$ cat src/design/sdi_pkg.sv
// Shared types and constants for the SDI-12 bus master.
// Used by every module of the block; depends on nothing.
package sdi_pkg;

  // Line limits and store size.
  localparam int unsigned IdentLineBytes  = 40;
  localparam int unsigned DataLineBytes   = 100;
  localparam int unsigned ShortLineBytes  = 8;
  localparam int unsigned MaxDataRequests = 10;
  localparam int unsigned StoreDepth      = 40;
  localparam int unsigned StoreAw         = $clog2(StoreDepth);
  localparam int unsigned QDepth          = 2;
  localparam int unsigned QAw             = $clog2(QDepth);

  // Reply checks.
  localparam int unsigned IdentMinLen  = 20;
  localparam int unsigned IdentMaxLen  = 34;
  localparam int unsigned MReplyMinLen = 5;
  localparam int unsigned CountMax     = 999;
  localparam int unsigned TicksPerSec  = 1000;
  localparam int unsigned TimeoutReset = 1000;

  // Action codes at the input.
  localparam logic [1:0] ACT_START = 2'd0;
  localparam logic [1:0] ACT_BYTE  = 2'd1;
  localparam logic [1:0] ACT_TICK  = 2'd2;

  // Command codes.
  localparam logic [2:0] CMD_ACK     = 3'd0;
  localparam logic [2:0] CMD_QUERY   = 3'd1;
  localparam logic [2:0] CMD_IDENT   = 3'd2;
  localparam logic [2:0] CMD_CHANGE  = 3'd3;
  localparam logic [2:0] CMD_MEASURE = 3'd4;

  // Characters.
  localparam logic [7:0] CH_CR    = 8'h0D;
  localparam logic [7:0] CH_LF    = 8'h0A;
  localparam logic [7:0] CH_ZERO  = 8'h30;
  localparam logic [7:0] CH_NINE  = 8'h39;
  localparam logic [7:0] CH_PLUS  = 8'h2B;
  localparam logic [7:0] CH_MINUS = 8'h2D;
  localparam logic [7:0] CH_BANG  = 8'h21;
  localparam logic [7:0] CH_QMARK = 8'h3F;
  localparam logic [7:0] CH_UP_A  = 8'h41;
  localparam logic [7:0] CH_UP_C  = 8'h43;
  localparam logic [7:0] CH_UP_D  = 8'h44;
  localparam logic [7:0] CH_UP_I  = 8'h49;
  localparam logic [7:0] CH_UP_M  = 8'h4D;

  typedef enum logic [1:0] {
    CLS_START,
    CLS_BYTE,
    CLS_TICK
  } cls_e;

  typedef enum logic [2:0] {
    KIND_TX,
    KIND_IDENT,
    KIND_SIGN,
    KIND_DIGIT,
    KIND_DONE
  } kind_e;

  typedef enum logic [2:0] {
    ST_OK,
    ST_TIMEOUT,
    ST_INVALID,
    ST_OVERFLOW,
    ST_UNSUPPORTED
  } status_e;

  typedef struct packed {
    cls_e       cls;
    logic [2:0] command;
    logic [3:0] address;
    logic [3:0] arg;
    logic       concurrent;
    logic       want_crc;
    logic [7:0] rx_byte;
  } item_t;

  typedef struct packed {
    kind_e      kind;
    logic [7:0] byte_value;
    logic [9:0] value_index;
    status_e    status;
    logic [3:0] found_address;
    logic [9:0] value_count;
    logic       last;
  } res_t;

  function automatic logic is_digit(logic [7:0] c);
    return (c >= CH_ZERO) && (c <= CH_NINE);
  endfunction

endpackage

$ cat src/design/sdi_front.sv
// Front end: accepts input requests, classifies the action and queues them.
// Depends on sdi_pkg.
module sdi_front (
  input  logic          clk_i,
  input  logic          rst_ni,
  input  logic          push_i,
  output logic          full_o,
  input  logic [1:0]    action_i,
  input  logic [2:0]    command_i,
  input  logic [3:0]    address_i,
  input  logic [3:0]    arg_i,
  input  logic          concurrent_i,
  input  logic          want_crc_i,
  input  logic [7:0]    rx_byte_i,
  output sdi_pkg::item_t item_o,
  output logic          item_valid_o,
  input  logic          item_pop_i
);
  import sdi_pkg::*;

  item_t          q_mem [QDepth];
  logic [QAw-1:0] wr_ptr_q, rd_ptr_q;
  logic [QAw:0]   cnt_q;
  logic           store;
  logic           take;
  item_t          item_in;

  assign full_o       = (cnt_q == (QAw+1)'(QDepth));
  assign item_valid_o = (cnt_q != '0);
  assign item_o       = q_mem[rd_ptr_q];

  // Unknown actions are taken from the bus but never reach the back end.
  assign store = push_i && !full_o &&
                 (action_i == ACT_START || action_i == ACT_BYTE || action_i == ACT_TICK);
  assign take  = item_pop_i && item_valid_o;

  always_comb begin
    item_in.cls        = CLS_TICK;
    item_in.command    = command_i;
    item_in.address    = address_i;
    item_in.arg        = arg_i;
    item_in.concurrent = concurrent_i;
    item_in.want_crc   = want_crc_i;
    item_in.rx_byte    = rx_byte_i;
    if (action_i == ACT_START) begin
      item_in.cls = CLS_START;
    end else if (action_i == ACT_BYTE) begin
      item_in.cls = CLS_BYTE;
    end
  end

  always_ff @(posedge clk_i) begin
    if (store) begin
      q_mem[wr_ptr_q] <= item_in;
    end
  end

  always_ff @(posedge clk_i or negedge rst_ni) begin
    if (!rst_ni) begin
      wr_ptr_q <= '0;
      rd_ptr_q <= '0;
      cnt_q    <= '0;
    end else begin
      if (store) begin
        wr_ptr_q <= wr_ptr_q + 1'b1;
      end
      if (take) begin
        rd_ptr_q <= rd_ptr_q + 1'b1;
      end
      if (store && !take) begin
        cnt_q <= cnt_q + 1'b1;
      end else if (take && !store) begin
        cnt_q <= cnt_q - 1'b1;
      end
    end
  end

endmodule

$ cat src/design/sdi_back.sv
// Back end: transaction sequencer with the line store and result emission.
// Depends on sdi_pkg.
module sdi_back (
  input  logic           clk_i,
  input  logic           rst_ni,
  input  logic           cfg_we_i,
  input  logic [15:0]    cfg_wdata_i,
  input  sdi_pkg::item_t item_i,
  input  logic           item_valid_i,
  output logic           item_pop_o,
  output sdi_pkg::res_t  res_o,
  output logic           res_push_o,
  input  logic           res_full_i
);
  import sdi_pkg::*;

  typedef enum logic [3:0] {
    PH_IDLE, PH_ACK, PH_QUERY, PH_IDENT, PH_CHANGE, PH_MREPLY, PH_SERVICE, PH_DATA
  } phase_e;

  typedef enum logic [3:0] {
    S_FETCH, S_CNT_RD, S_CNT_USE, S_MSETUP, S_PRE, S_ID_RD, S_ID_EMIT, S_TX, S_DONE
  } seq_e;

  seq_e   seq_q, seq_d;
  phase_e phase_q, phase_d;
  logic [15:0]      timeout_q, timeout_d;
  logic [6:0]       line_len_q, line_len_d;
  logic [7:0]       prev_q, prev_d;
  logic [19:0]      timer_q, timer_d;
  logic [3:0]       target_q, target_d;
  logic [9:0]       expected_q, expected_d;
  logic [9:0]       seen_q, seen_d;
  logic [3:0]       req_q, req_d;
  logic [2:0][7:0]  crc_q, crc_d;
  logic [1:0]       mode_q, mode_d;
  logic [3:0][7:0]  head_q, head_d;
  logic [9:0]       ttt_q, ttt_d;
  logic [9:0]       cnt_q, cnt_d;
  logic [5:0]       cnt_ptr_q, cnt_ptr_d;
  logic [5:0]       cnt_end_q, cnt_end_d;
  logic             pre_v_q, pre_v_d;
  kind_e            pre_kind_q, pre_kind_d;
  logic [7:0]       pre_byte_q, pre_byte_d;
  logic [9:0]       pre_idx_q, pre_idx_d;
  logic             id_v_q, id_v_d;
  logic [5:0]       id_ptr_q, id_ptr_d;
  logic [5:0]       id_last_q, id_last_d;
  logic [6:0][7:0]  txb_q, txb_d;
  logic [2:0]       tx_n_q, tx_n_d;
  logic             done_v_q, done_v_d;
  status_e          done_st_q, done_st_d;
  logic [3:0]       done_found_q, done_found_d;

  // Line store, one write and one registered read per cycle.
  logic [7:0]         store_mem [StoreDepth];
  logic [7:0]         rd_q;
  logic               mem_we, mem_re;
  logic [StoreAw-1:0] mem_wa, mem_ra;

  // Working signals of the dispatch logic.
  logic          do_finish, do_after, do_send, go_count, dispatched, emit_old;
  status_e       fin_st;
  logic [3:0]    fin_found;
  logic [7:0]    rb, achar, sa, old;
  logic [7:0]    p1, limit;
  logic [6:0]    p, ln;
  logic [9:0]    seen_n;
  logic [3:0]    req_inc;
  logic [19:0]   t;
  logic [13:0]   acc;
  logic [2:0]    k;

  function automatic seq_e next_emit(logic pre, logic idv, logic [2:0] n, logic dv);
    seq_e s;
    if (pre) begin
      s = S_PRE;
    end else if (idv) begin
      s = S_ID_RD;
    end else if (n != 3'd0) begin
      s = S_TX;
    end else if (dv) begin
      s = S_DONE;
    end else begin
      s = S_FETCH;
    end
    return s;
  endfunction

  always_comb begin
    seq_d = seq_q;           phase_d = phase_q;       timeout_d = timeout_q;
    line_len_d = line_len_q; prev_d = prev_q;         timer_d = timer_q;
    target_d = target_q;     expected_d = expected_q; seen_d = seen_q;
    req_d = req_q;           crc_d = crc_q;           mode_d = mode_q;
    head_d = head_q;         ttt_d = ttt_q;           cnt_d = cnt_q;
    cnt_ptr_d = cnt_ptr_q;   cnt_end_d = cnt_end_q;
    pre_v_d = pre_v_q;       pre_kind_d = pre_kind_q; pre_byte_d = pre_byte_q;
    pre_idx_d = pre_idx_q;   id_v_d = id_v_q;         id_ptr_d = id_ptr_q;
    id_last_d = id_last_q;   txb_d = txb_q;           tx_n_d = tx_n_q;
    done_v_d = done_v_q;     done_st_d = done_st_q;   done_found_d = done_found_q;

    item_pop_o = 1'b0;
    res_push_o = 1'b0;
    res_o      = '0;
    mem_we     = 1'b0;
    mem_re     = 1'b0;
    mem_wa     = line_len_q[StoreAw-1:0];
    mem_ra     = id_ptr_q[StoreAw-1:0];

    do_finish  = 1'b0;
    do_after   = 1'b0;
    do_send    = 1'b0;
    go_count   = 1'b0;
    dispatched = 1'b0;
    emit_old   = 1'b0;
    fin_st     = ST_OK;
    fin_found  = '0;
    rb         = item_i.rx_byte;
    achar      = CH_ZERO + {4'b0, target_q};
    sa         = CH_ZERO + {4'b0, item_i.address};
    old        = prev_q;
    p          = line_len_q;
    p1         = {1'b0, line_len_q} + 8'd1;
    ln         = line_len_q - 7'd1;
    limit      = 8'(DataLineBytes);
    seen_n     = seen_q;
    req_inc    = req_q + 4'd1;
    t          = timer_q;
    acc        = 14'(cnt_q) * 14'd10 + 14'(rd_q[3:0]);
    k          = '0;

    if (cfg_we_i) begin
      timeout_d = cfg_wdata_i;
    end

    unique case (seq_q)
      S_FETCH: begin
        if (item_valid_i) begin
          item_pop_o = 1'b1;
          dispatched = 1'b1;
          pre_v_d    = 1'b0;
          id_v_d     = 1'b0;
          tx_n_d     = '0;
          done_v_d   = 1'b0;
          unique case (item_i.cls)
            CLS_START: begin
              if (phase_q == PH_IDLE) begin
                expected_d = '0;
                seen_d     = '0;
                req_d      = '0;
                line_len_d = '0;
                prev_d     = '0;
                timer_d    = '0;
                crc_d      = '0;
                mode_d     = {item_i.want_crc, item_i.concurrent};
                target_d   = item_i.address;
                unique case (item_i.command)
                  CMD_ACK: begin
                    txb_d[0] = sa;
                    k        = 3'd1;
                    phase_d  = PH_ACK;
                  end
                  CMD_QUERY: begin
                    txb_d[0] = CH_QMARK;
                    k        = 3'd1;
                    phase_d  = PH_QUERY;
                  end
                  CMD_IDENT: begin
                    txb_d[0] = sa;
                    txb_d[1] = CH_UP_I;
                    k        = 3'd2;
                    phase_d  = PH_IDENT;
                  end
                  CMD_CHANGE: begin
                    txb_d[0] = sa;
                    txb_d[1] = CH_UP_A;
                    txb_d[2] = CH_ZERO + {4'b0, item_i.arg};
                    k        = 3'd3;
                    target_d = item_i.arg;
                    phase_d  = PH_CHANGE;
                  end
                  CMD_MEASURE: begin
                    txb_d[0] = sa;
                    txb_d[1] = item_i.concurrent ? CH_UP_C : CH_UP_M;
                    k        = 3'd2;
                    if (item_i.want_crc) begin
                      txb_d[k] = CH_UP_C;
                      k        = k + 3'd1;
                    end
                    if (item_i.arg != 4'd0) begin
                      txb_d[k] = CH_ZERO + {4'b0, item_i.arg};
                      k        = k + 3'd1;
                    end
                    phase_d = PH_MREPLY;
                  end
                  default: begin
                    do_finish = 1'b1;
                    fin_st    = ST_UNSUPPORTED;
                  end
                endcase
                if (!do_finish) begin
                  txb_d[k]        = CH_BANG;
                  txb_d[k + 3'd1] = CH_CR;
                  txb_d[k + 3'd2] = CH_LF;
                  tx_n_d          = k + 3'd3;
                end
              end
            end
            CLS_BYTE: begin
              if (phase_q == PH_DATA) begin
                timer_d = '0;
                if (p == 7'd0) begin
                  if (rb != achar) begin
                    do_finish = 1'b1;
                    fin_st    = ST_INVALID;
                  end else begin
                    prev_d     = rb;
                    line_len_d = 7'd1;
                  end
                end else if (rb == CH_LF && prev_q == CH_CR) begin
                  if (seen_q >= expected_q) begin
                    do_finish = 1'b1;
                    fin_st    = ST_OK;
                  end else begin
                    req_d = req_inc;
                    if (req_inc >= 4'(MaxDataRequests)) begin
                      do_finish = 1'b1;
                      fin_st    = ST_INVALID;
                    end else begin
                      do_send = 1'b1;
                    end
                  end
                end else begin
                  // With CRC the last three characters trail in a small delay line.
                  if (mode_q[1]) begin
                    old      = crc_q[0];
                    crc_d[0] = crc_q[1];
                    crc_d[1] = crc_q[2];
                    crc_d[2] = prev_q;
                    emit_old = (p >= 7'd5);
                  end else begin
                    old      = prev_q;
                    emit_old = (p >= 7'd2);
                  end
                  prev_d = rb;
                  if (emit_old) begin
                    if (old == CH_PLUS || old == CH_MINUS) begin
                      seen_n = (seen_q != '1) ? seen_q + 10'd1 : seen_q;
                      seen_d = seen_n;
                      if (seen_n <= expected_q) begin
                        pre_v_d    = 1'b1;
                        pre_kind_d = KIND_SIGN;
                        pre_byte_d = old;
                        pre_idx_d  = seen_n - 10'd1;
                      end
                    end else if (seen_q != '0 && seen_q <= expected_q) begin
                      pre_v_d    = 1'b1;
                      pre_kind_d = KIND_DIGIT;
                      pre_byte_d = old;
                      pre_idx_d  = seen_q - 10'd1;
                    end
                  end
                  if (p1 >= 8'(DataLineBytes)) begin
                    do_finish = 1'b1;
                    fin_st    = ST_OVERFLOW;
                  end else begin
                    line_len_d = p1[6:0];
                  end
                end
              end else if (phase_q != PH_IDLE) begin
                if (phase_q == PH_ACK || phase_q == PH_QUERY || phase_q == PH_CHANGE) begin
                  limit = 8'(ShortLineBytes);
                end else if (phase_q == PH_IDENT) begin
                  limit = 8'(IdentLineBytes);
                end
                if (phase_q != PH_SERVICE) begin
                  timer_d = '0;
                end
                if (p < 7'(StoreDepth)) begin
                  mem_we = 1'b1;
                end
                if (p < 7'd4) begin
                  head_d[p[1:0]] = rb;
                end
                if (rb == CH_LF && p != 7'd0 && prev_q == CH_CR) begin
                  unique case (phase_q)
                    PH_ACK, PH_CHANGE: begin
                      do_finish = 1'b1;
                      fin_st    = (ln == 7'd1 && head_q[0] == achar) ? ST_OK : ST_INVALID;
                    end
                    PH_QUERY: begin
                      do_finish = 1'b1;
                      if (ln == 7'd1 && is_digit(head_q[0])) begin
                        fin_st    = ST_OK;
                        fin_found = head_q[0][3:0];
                      end else begin
                        fin_st = ST_INVALID;
                      end
                    end
                    PH_IDENT: begin
                      do_finish = 1'b1;
                      if (ln >= 7'(IdentMinLen) && ln < 7'(IdentMaxLen) &&
                          head_q[0] == achar) begin
                        fin_st    = ST_OK;
                        id_v_d    = 1'b1;
                        id_ptr_d  = 6'd1;
                        id_last_d = ln[5:0] - 6'd1;
                      end else begin
                        fin_st = ST_INVALID;
                      end
                    end
                    PH_MREPLY: begin
                      if (ln < 7'(MReplyMinLen) || head_q[0] != achar ||
                          !is_digit(head_q[1]) || !is_digit(head_q[2]) ||
                          !is_digit(head_q[3])) begin
                        do_finish = 1'b1;
                        fin_st    = ST_INVALID;
                      end else begin
                        ttt_d     = 10'(head_q[1][3:0]) * 10'd100 +
                                    10'(head_q[2][3:0]) * 10'd10 + 10'(head_q[3][3:0]);
                        cnt_d     = '0;
                        cnt_ptr_d = 6'd4;
                        cnt_end_d = (ln < 7'(StoreDepth)) ? ln[5:0] : 6'(StoreDepth);
                        go_count  = 1'b1;
                      end
                    end
                    default: begin
                      do_after = 1'b1;
                    end
                  endcase
                end else begin
                  prev_d = rb;
                  if (p1 >= limit) begin
                    if (phase_q == PH_SERVICE) begin
                      do_after = 1'b1;
                    end else begin
                      do_finish = 1'b1;
                      fin_st    = ST_OVERFLOW;
                    end
                  end else begin
                    line_len_d = p1[6:0];
                  end
                end
              end
            end
            CLS_TICK: begin
              if (phase_q == PH_SERVICE) begin
                t       = (timer_q != '0) ? timer_q - 20'd1 : timer_q;
                timer_d = t;
                if (t == '0) begin
                  do_after = 1'b1;
                end
              end else if (phase_q != PH_IDLE) begin
                t       = (timer_q != '1) ? timer_q + 20'd1 : timer_q;
                timer_d = t;
                if (t >= {4'b0, timeout_q}) begin
                  do_finish = 1'b1;
                  fin_st    = ST_TIMEOUT;
                end
              end
            end
            default: ;
          endcase
        end
      end
      S_CNT_RD: begin
        if (cnt_ptr_q < cnt_end_q) begin
          mem_re = 1'b1;
          mem_ra = cnt_ptr_q[StoreAw-1:0];
          seq_d  = S_CNT_USE;
        end else begin
          seq_d = S_MSETUP;
        end
      end
      S_CNT_USE: begin
        if (is_digit(rd_q)) begin
          cnt_d     = (acc > 14'(CountMax)) ? 10'(CountMax) : acc[9:0];
          cnt_ptr_d = cnt_ptr_q + 6'd1;
          seq_d     = S_CNT_RD;
        end else begin
          seq_d = S_MSETUP;
        end
      end
      S_MSETUP: begin
        dispatched = 1'b1;
        expected_d = cnt_q;
        seen_d     = '0;
        req_d      = '0;
        if (ttt_q == '0) begin
          do_after = 1'b1;
        end else begin
          line_len_d = '0;
          prev_d     = '0;
          crc_d      = '0;
          timer_d    = 20'(ttt_q) * 20'(TicksPerSec);
          phase_d    = PH_SERVICE;
        end
      end
      S_PRE: begin
        if (!res_full_i) begin
          res_push_o        = 1'b1;
          res_o.kind        = pre_kind_q;
          res_o.byte_value  = pre_byte_q;
          res_o.value_index = pre_idx_q;
          res_o.last        = !id_v_q && tx_n_q == '0 && !done_v_q;
          pre_v_d           = 1'b0;
          seq_d             = next_emit(1'b0, id_v_q, tx_n_q, done_v_q);
        end
      end
      S_ID_RD: begin
        mem_re = 1'b1;
        seq_d  = S_ID_EMIT;
      end
      S_ID_EMIT: begin
        if (!res_full_i) begin
          res_push_o       = 1'b1;
          res_o.kind       = KIND_IDENT;
          res_o.byte_value = rd_q;
          res_o.last       = (id_ptr_q == id_last_q) && tx_n_q == '0 && !done_v_q;
          if (id_ptr_q == id_last_q) begin
            id_v_d = 1'b0;
            seq_d  = next_emit(1'b0, 1'b0, tx_n_q, done_v_q);
          end else begin
            id_ptr_d = id_ptr_q + 6'd1;
            seq_d    = S_ID_RD;
          end
        end
      end
      S_TX: begin
        if (!res_full_i) begin
          res_push_o       = 1'b1;
          res_o.kind       = KIND_TX;
          res_o.byte_value = txb_q[0];
          res_o.last       = (tx_n_q == 3'd1) && !done_v_q;
          for (int i = 0; i < 6; i++) begin
            txb_d[i] = txb_q[i+1];
          end
          tx_n_d = tx_n_q - 3'd1;
          if (tx_n_q == 3'd1) begin
            seq_d = next_emit(1'b0, 1'b0, 3'd0, done_v_q);
          end
        end
      end
      S_DONE: begin
        if (!res_full_i) begin
          res_push_o          = 1'b1;
          res_o.kind          = KIND_DONE;
          res_o.status        = done_st_q;
          res_o.found_address = done_found_q;
          res_o.value_count   = expected_q;
          res_o.last          = 1'b1;
          done_v_d            = 1'b0;
          seq_d               = S_FETCH;
        end
      end
      default: begin
        seq_d = S_FETCH;
      end
    endcase

    // Service wait over, or no wait at all (ttt is zero): either finish or send the first data request.
    if (do_after) begin
      if (expected_d == '0) begin
        do_finish = 1'b1;
        fin_st    = ST_OK;
      end else begin
        do_send = 1'b1;
      end
    end
    if (do_send) begin
      txb_d[0]   = CH_ZERO + {4'b0, target_d};
      txb_d[1]   = CH_UP_D;
      txb_d[2]   = CH_ZERO + {4'b0, req_d};
      txb_d[3]   = CH_BANG;
      txb_d[4]   = CH_CR;
      txb_d[5]   = CH_LF;
      tx_n_d     = 3'd6;
      line_len_d = '0;
      prev_d     = '0;
      timer_d    = '0;
      crc_d      = '0;
      phase_d    = PH_DATA;
    end
    if (do_finish) begin
      done_v_d     = 1'b1;
      done_st_d    = fin_st;
      done_found_d = fin_found;
      phase_d      = PH_IDLE;
    end
    if (dispatched) begin
      seq_d = go_count ? S_CNT_RD : next_emit(pre_v_d, id_v_d, tx_n_d, done_v_d);
    end
  end

  always_ff @(posedge clk_i) begin
    if (mem_we) begin
      store_mem[mem_wa] <= rb;
    end
    if (mem_re) begin
      rd_q <= store_mem[mem_ra];
    end
  end

  always_ff @(posedge clk_i or negedge rst_ni) begin
    if (!rst_ni) begin
      seq_q <= S_FETCH;       phase_q <= PH_IDLE;     timeout_q <= 16'(TimeoutReset);
      line_len_q <= '0;       prev_q <= '0;           timer_q <= '0;
      target_q <= '0;         expected_q <= '0;       seen_q <= '0;
      req_q <= '0;            crc_q <= '0;            mode_q <= '0;
      head_q <= '0;           ttt_q <= '0;            cnt_q <= '0;
      cnt_ptr_q <= '0;        cnt_end_q <= '0;
      pre_v_q <= 1'b0;        pre_kind_q <= KIND_TX;  pre_byte_q <= '0;
      pre_idx_q <= '0;        id_v_q <= 1'b0;         id_ptr_q <= '0;
      id_last_q <= '0;        txb_q <= '0;            tx_n_q <= '0;
      done_v_q <= 1'b0;       done_st_q <= ST_OK;     done_found_q <= '0;
    end else begin
      seq_q <= seq_d;         phase_q <= phase_d;     timeout_q <= timeout_d;
      line_len_q <= line_len_d; prev_q <= prev_d;     timer_q <= timer_d;
      target_q <= target_d;   expected_q <= expected_d; seen_q <= seen_d;
      req_q <= req_d;         crc_q <= crc_d;         mode_q <= mode_d;
      head_q <= head_d;       ttt_q <= ttt_d;         cnt_q <= cnt_d;
      cnt_ptr_q <= cnt_ptr_d; cnt_end_q <= cnt_end_d;
      pre_v_q <= pre_v_d;     pre_kind_q <= pre_kind_d; pre_byte_q <= pre_byte_d;
      pre_idx_q <= pre_idx_d; id_v_q <= id_v_d;       id_ptr_q <= id_ptr_d;
      id_last_q <= id_last_d; txb_q <= txb_d;         tx_n_q <= tx_n_d;
      done_v_q <= done_v_d;   done_st_q <= done_st_d; done_found_q <= done_found_d;
    end
  end

endmodule

$ cat src/design/sdi_outq.sv
// Result queue between the sequencer and the result port.
// Depends on sdi_pkg.
module sdi_outq (
  input  logic          clk_i,
  input  logic          rst_ni,
  input  logic          push_i,
  input  sdi_pkg::res_t res_i,
  output logic          full_o,
  input  logic          pop_i,
  output logic          empty_o,
  output sdi_pkg::res_t res_o
);
  import sdi_pkg::*;

  res_t           q_mem [QDepth];
  logic [QAw-1:0] wr_ptr_q, rd_ptr_q;
  logic [QAw:0]   cnt_q;
  logic           store, take;

  assign full_o  = (cnt_q == (QAw+1)'(QDepth));
  assign empty_o = (cnt_q == '0);
  assign res_o   = q_mem[rd_ptr_q];
  assign store   = push_i && !full_o;
  assign take    = pop_i && !empty_o;

  always_ff @(posedge clk_i) begin
    if (store) begin
      q_mem[wr_ptr_q] <= res_i;
    end
  end

  always_ff @(posedge clk_i or negedge rst_ni) begin
    if (!rst_ni) begin
      wr_ptr_q <= '0;
      rd_ptr_q <= '0;
      cnt_q    <= '0;
    end else begin
      if (store) begin
        wr_ptr_q <= wr_ptr_q + 1'b1;
      end
      if (take) begin
        rd_ptr_q <= rd_ptr_q + 1'b1;
      end
      if (store && !take) begin
        cnt_q <= cnt_q + 1'b1;
      end else if (take && !store) begin
        cnt_q <= cnt_q - 1'b1;
      end
    end
  end

endmodule

$ cat src/design/sdi12_master_transaction.sv
// Top level of the SDI-12 bus master: front end, sequencer and result queue.
// Depends on sdi_pkg, sdi_front, sdi_back and sdi_outq.
//
//   Channel   Handshake          Payload
//   -------   ----------------   ----------------------------------------------
//   request   push / full        action, command, address, arg, concurrent,
//                                want_crc, rx_byte
//   result    empty / pop        kind, byte_value, value_index, status,
//                                found_address, value_count, last
//   config    cfg_we_i           cfg_wdata_i = reply_timeout_ms
//
// A request is queued in a two-entry queue and dispatched by the sequencer,
// which pushes each result into the result queue; each identification byte is
// first read from the line store, and a measure reply reads each count digit
// that it parses back from the line store.
// A stalled result port stalls only the sequencer; requests keep queuing until
// the front queue is full. Reset clears all control state; the line store is
// not cleared and holds only bytes of the current line when it is read.
module sdi12_master_transaction (
  input  logic        clk_i,
  input  logic        rst_ni,
  input  logic        push,
  output logic        full,
  input  logic [1:0]  action_i,
  input  logic [2:0]  command_i,
  input  logic [3:0]  address_i,
  input  logic [3:0]  arg_i,
  input  logic        concurrent_i,
  input  logic        want_crc_i,
  input  logic [7:0]  rx_byte_i,
  output logic        empty,
  input  logic        pop,
  output logic [2:0]  kind_o,
  output logic [7:0]  byte_value_o,
  output logic [9:0]  value_index_o,
  output logic [2:0]  status_o,
  output logic [3:0]  found_address_o,
  output logic [9:0]  value_count_o,
  output logic        last_o,
  input  logic        cfg_we_i,
  input  logic [15:0] cfg_wdata_i
);
  import sdi_pkg::*;

  item_t item;
  logic  item_valid, item_pop;
  res_t  res_new, res_head;
  logic  res_push, res_full;

  // The front end only queues and classifies; all protocol state lives behind it.
  sdi_front u_front (
    .clk_i        (clk_i),
    .rst_ni       (rst_ni),
    .push_i       (push),
    .full_o       (full),
    .action_i     (action_i),
    .command_i    (command_i),
    .address_i    (address_i),
    .arg_i        (arg_i),
    .concurrent_i (concurrent_i),
    .want_crc_i   (want_crc_i),
    .rx_byte_i    (rx_byte_i),
    .item_o       (item),
    .item_valid_o (item_valid),
    .item_pop_i   (item_pop)
  );

  // The sequencer executes one request at a time and streams its results.
  sdi_back u_back (
    .clk_i        (clk_i),
    .rst_ni       (rst_ni),
    .cfg_we_i     (cfg_we_i),
    .cfg_wdata_i  (cfg_wdata_i),
    .item_i       (item),
    .item_valid_i (item_valid),
    .item_pop_o   (item_pop),
    .res_o        (res_new),
    .res_push_o   (res_push),
    .res_full_i   (res_full)
  );

  // Results wait here so the sequencer can run ahead of the consumer.
  sdi_outq u_outq (
    .clk_i   (clk_i),
    .rst_ni  (rst_ni),
    .push_i  (res_push),
    .res_i   (res_new),
    .full_o  (res_full),
    .pop_i   (pop),
    .empty_o (empty),
    .res_o   (res_head)
  );

  assign kind_o          = res_head.kind;
  assign byte_value_o    = res_head.byte_value;
  assign value_index_o   = res_head.value_index;
  assign status_o        = res_head.status;
  assign found_address_o = res_head.found_address;
  assign value_count_o   = res_head.value_count;
  assign last_o          = res_head.last;

  // The sequencer must never offer a result the queue cannot hold.
  assert property (@(posedge clk_i) disable iff (!rst_ni) !(res_push && res_full))
    else $error("result pushed into a full result queue");

  // The sequencer must only take a request that is actually queued.
  assert property (@(posedge clk_i) disable iff (!rst_ni) !(item_pop && !item_valid))
    else $error("request taken from an empty front queue");

  // A result that ends a transaction is always the last one of its request.
  assert property (@(posedge clk_i) disable iff (!rst_ni)
                   (res_push && res_new.kind == KIND_DONE) |-> res_new.last)
    else $error("done result not marked last");

endmodule
$ cat config.mk
export PLATFORM = sky130hd
export DESIGN_NAME = sdi12_master_transaction
export DESIGN_NICKNAME = d
export VERILOG_FILES = /design/src/design/sdi_pkg.sv /design/src/design/sdi_front.sv /design/src/design/sdi_back.sv /design/src/design/sdi_outq.sv /design/src/design/sdi12_master_transaction.sv
export SDC_FILE = /design/constraint.sdc
export NUM_CORES = 2
export LEC_CHECK = 0
export BUFFER_PORTS_ARGS = -buffer_cell sky130_fd_sc_hd__buf_2
export CAP_MARGIN = 20
export CORE_MARGIN = 3
export CORE_UTILIZATION = 45
export DETAILED_ROUTE_END_ITERATION = 7
export PLACE_DENSITY_LB_ADDON = 0.2
export SYNTH_ARGS = -nofsm -noshare
export SYNTH_HDL_FRONTEND = slang
export SYNTH_SLANG_ARGS = --single-unit
$ cat constraint.sdc
create_clock -name clk_i -period 5.5 [get_ports clk_i]
set_clock_uncertainty 0.1 [all_clocks]
set_input_delay 1.1 -clock clk_i [delete_from_list [all_inputs] [get_ports clk_i]]
set_output_delay 1.1 -clock clk_i [all_outputs]
set_load 0.01 [all_outputs]
==> impl_metrics.ini <==
[cts]
cts_root_buffer = clkbuf_16
cts_buffers = 82
clk_pin_slew_ns = 0.06
cts_sinks = 736
clk_latency_ns = 0.68
cts_setup_buffers = 0
cts_resized = 0
cts_tree = done
htree_levels = 3
cts_hold_buffers = 0
clockBufferDepth = 3

[worst_setup_path]
cp-start-kind = flop
cp-end-kind = flop
worstSetupPathType = reg -> reg
cp.arrival_ns = 5.54
timing.rr.start = u_front.rd_ptr_q$_DFFE_PN0P_
crit_path_start = u_front.rd_ptr_q$_DFFE_PN0P_
cp_max_fo = 24
critPathRequiredTime_ns = 5.98

[final_layout]
syn_to_final_growth_pct = 12.8
fillers = 7641
final-seq-area_um2 = 20700
fin_nets = 3835
multi_input_area_um2 = 16800
utilization = 0.513
antenna_cells = 0
drive_gt1_frac = 0.138

[synth]
synth-seq-cells = 736
synth_edf_count = 452
synth_cells = 3470
synth_top_area_frac = 0.350
synth_common_cells = edfxtp_1 (452), nand2_1 (398), dfrtp_1 (278)
async_reset_ff_frac = 0.386
syn_area_um2 = 38800
yosys.area.top_type = edfxtp_1
avgSynthCellArea_um2 = 11.2
yosysSeqAreaShare = 0.534
ys.flop_type = edfxtp_1
synth_cell_types = 104
synth.area.top_cells = edfxtp_1 (35%), dfrtp_1 (18%), ha_1 (5.3%), nand2_1 (3.9%), o21ai_0 (2.8%)
synth_fp_nets = 3716
post-synth-top-count-cell = edfxtp_1
ys_warn_count = 0

[timing]
post-route-period-util = 0.920
slew_headroom = 0.281
setup_viol = 0
hold_viol_final = 0
min_period_ns = 5.06
fmax_mhz = 198
finalSetupTns_ns = 0
worst_pin_slew_ns = 1.07
final_max_slew_viol_count = 0
rsz0062_at_grt = false

[die]
die_y_um = 300
coreArea_um2 = 85300
rows = 107
die_x_um = 300
start_util = 0.455
ios = 85
die_area_um2 = 89700

[route]
ant_nets = 0
drt_pre_antenna_iters = 6
routedWlPerCell_um = 22.2
vias = 27900
vias_per_cell = 5.81
drt-total-wl_mm = 106
drt_first_iter_violations = 2147
drc = 0

[flow_run]
cap_violations = 0

[run_status]
status = finished, final reports clean

[global_routing]
grt_pass1_vias = 27300
antenna_found_initial = 0
grtUsageTotal = 0.236
grt_max_degree = 113
grt_pass1_wl_mm = 165
overflow = 0

[pwr]
power.static_leakage_nw = 17.8
pwr_density_cell_nw_per_um2 = 493
ir_drop_uv = 339

[place]
portBuffers = 84
hpwl_mm = 75.0
globalplace.congestion = 0.943

[hold_path]
hp-class = in -> async
[power by group]
part / leakage [nW] / total (mW) / switching, mW / internal, mW
sequential: 7.87 / 7.60 / 0.686 / 6.91
clock: 1.33 / 5.48 / 2.35 / 3.13
combinational: 8.58 / 8.49 / 5.48 / 3.00
[layout by cell type (no fill, tap or decap), drive strengths merged, types with 31 or more instances in the layout]
| master | synthesis | layout |
|---|---|---|
| dfrtp | 278 | 278 |
| a31oi | 65 | 65 |
| mux2 | 72 | 72 |
| nand3 | 109 | 109 |
| xor2 | 56 | 56 |
| clkbuf | 128 | 113 |
| buf | 52 | 215 |
| ha | 165 | 165 |
| o21ai | 228 | 228 |
| nand2 | 399 | 399 |
| nand4 | 44 | 44 |
| xnor2 | 64 | 64 |
| fa | 37 | 37 |
| clkinv | 1 | 32 |
| mux2i | 90 | 90 |
| inv | 145 | 147 |
| mux4 | 33 | 33 |
| nand2b | 31 | 31 |
| nor3 | 60 | 60 |
| nor2 | 253 | 253 |
| o31ai | 34 | 34 |
| nor2b | 35 | 35 |
| edfxtp | 452 | 452 |
| a21oi | 149 | 149 |
[critical path, stage by stage, from the launching register on]
cell and delay, ns:
dfrtp_2 0.40, mux2i_1 0.31, ha_1 0.34, or4b_2 0.75, nor3_4 0.46, a2bb2oi_1 0.30, o311a_1 0.22, nand3_1 0.28
a21oi_1 0.26, a41oi_2 0.14, nor2_2 0.39, and3_1 0.77, a22o_1 0.23
[metrics by stage]
stage	std cells	instance area, um^2	hold WS, ns	worst slack (ns)	power [mW]
finish	4799	43700	0.344	0.443	21.6
CTS	4798	43700	0.349	0.449	21.6
global placement	4647	41000	0.344	0.584	16.0
global route	4799	43700	0.382	0.143	22.8
floorplan	3470	38800	0.330	0.765	13.3
detailed placement	4648	41000	0.346	0.451	16.1
[logic make-up after synthesis]
| logic type | count (synthesis) | share of synthesized area |
|---|---|---|
| xor gates and xnor gates | 120 | 0.0271 |
| AOI/OAI and AO/OA | 779 | 0.132 |
| muxes | 195 | 0.0633 |
| and+or+nand+nor | 1111 | 0.138 |
| buffers and inverters | 326 | 0.0337 |
| adders and majority gates | 203 | 0.0726 |
| DFF | 736 | 0.534 |
[state kept, by name, indices dropped and copies added, names as in the netlist, 10 cells and up]
| register | count |
|---|---|
| u_back.ttt_q | 10 |
| u_back.txb_q | 56 |
| u_back.pre_idx_q | 10 |
| u_back.cnt_q | 10 |
| u_front.q_mem | 46 |
| u_back.expected_q | 10 |
| u_outq.q_mem | 78 |
| u_back.head_q | 32 |
| u_back.seen_q | 10 |
| u_back.crc_q | 24 |
| u_back.timer_q | 20 |
| u_back.timeout_q | 16 |
| u_back.store_mem | 320 |
[final timing paths]
kind | depth (start not counted) | endpoint | slack [ns]
setup / recovery | 12 | u_back.crc_q[10]$_DFFE_PN0P_ | 0.44
hold / removal | 1 | u_back.timeout_q[13]$_DFFE_PN0P_ | 0.34
setup reg to reg | 12 | u_back.crc_q[10]$_DFFE_PN0P_ | 0.44
hold reg to reg | 1 | u_back.pre_kind_q[1]$_DFFE_PN0P_ | 0.36
max in group asynchronous | 2 | u_outq.rd_ptr_q$_DFFE_PN0P_ | 3.83
min in group clk_i | 1 | u_back.pre_kind_q[1]$_DFFE_PN0P_ | 0.36
[routing by layer]
metal / share of wire / track usage
met5: 0 / 0
met4: 0.031 / 0.0720
met3: 0.054 / 0.0298
met2: 0.48 / 0.389
met1: 0.44 / 0.327
[cell type report]
type	instances	share of cell area
clock buffer	113	0.0520
clock inverter	37	0.0104
inverter	146	0.0125
multi-input combinational	2408	0.385
sequential	736	0.473
tap	1144	0.0327
timing repair buffer	215	0.0343
Note: power is estimated with default switching activity, not from simulation.
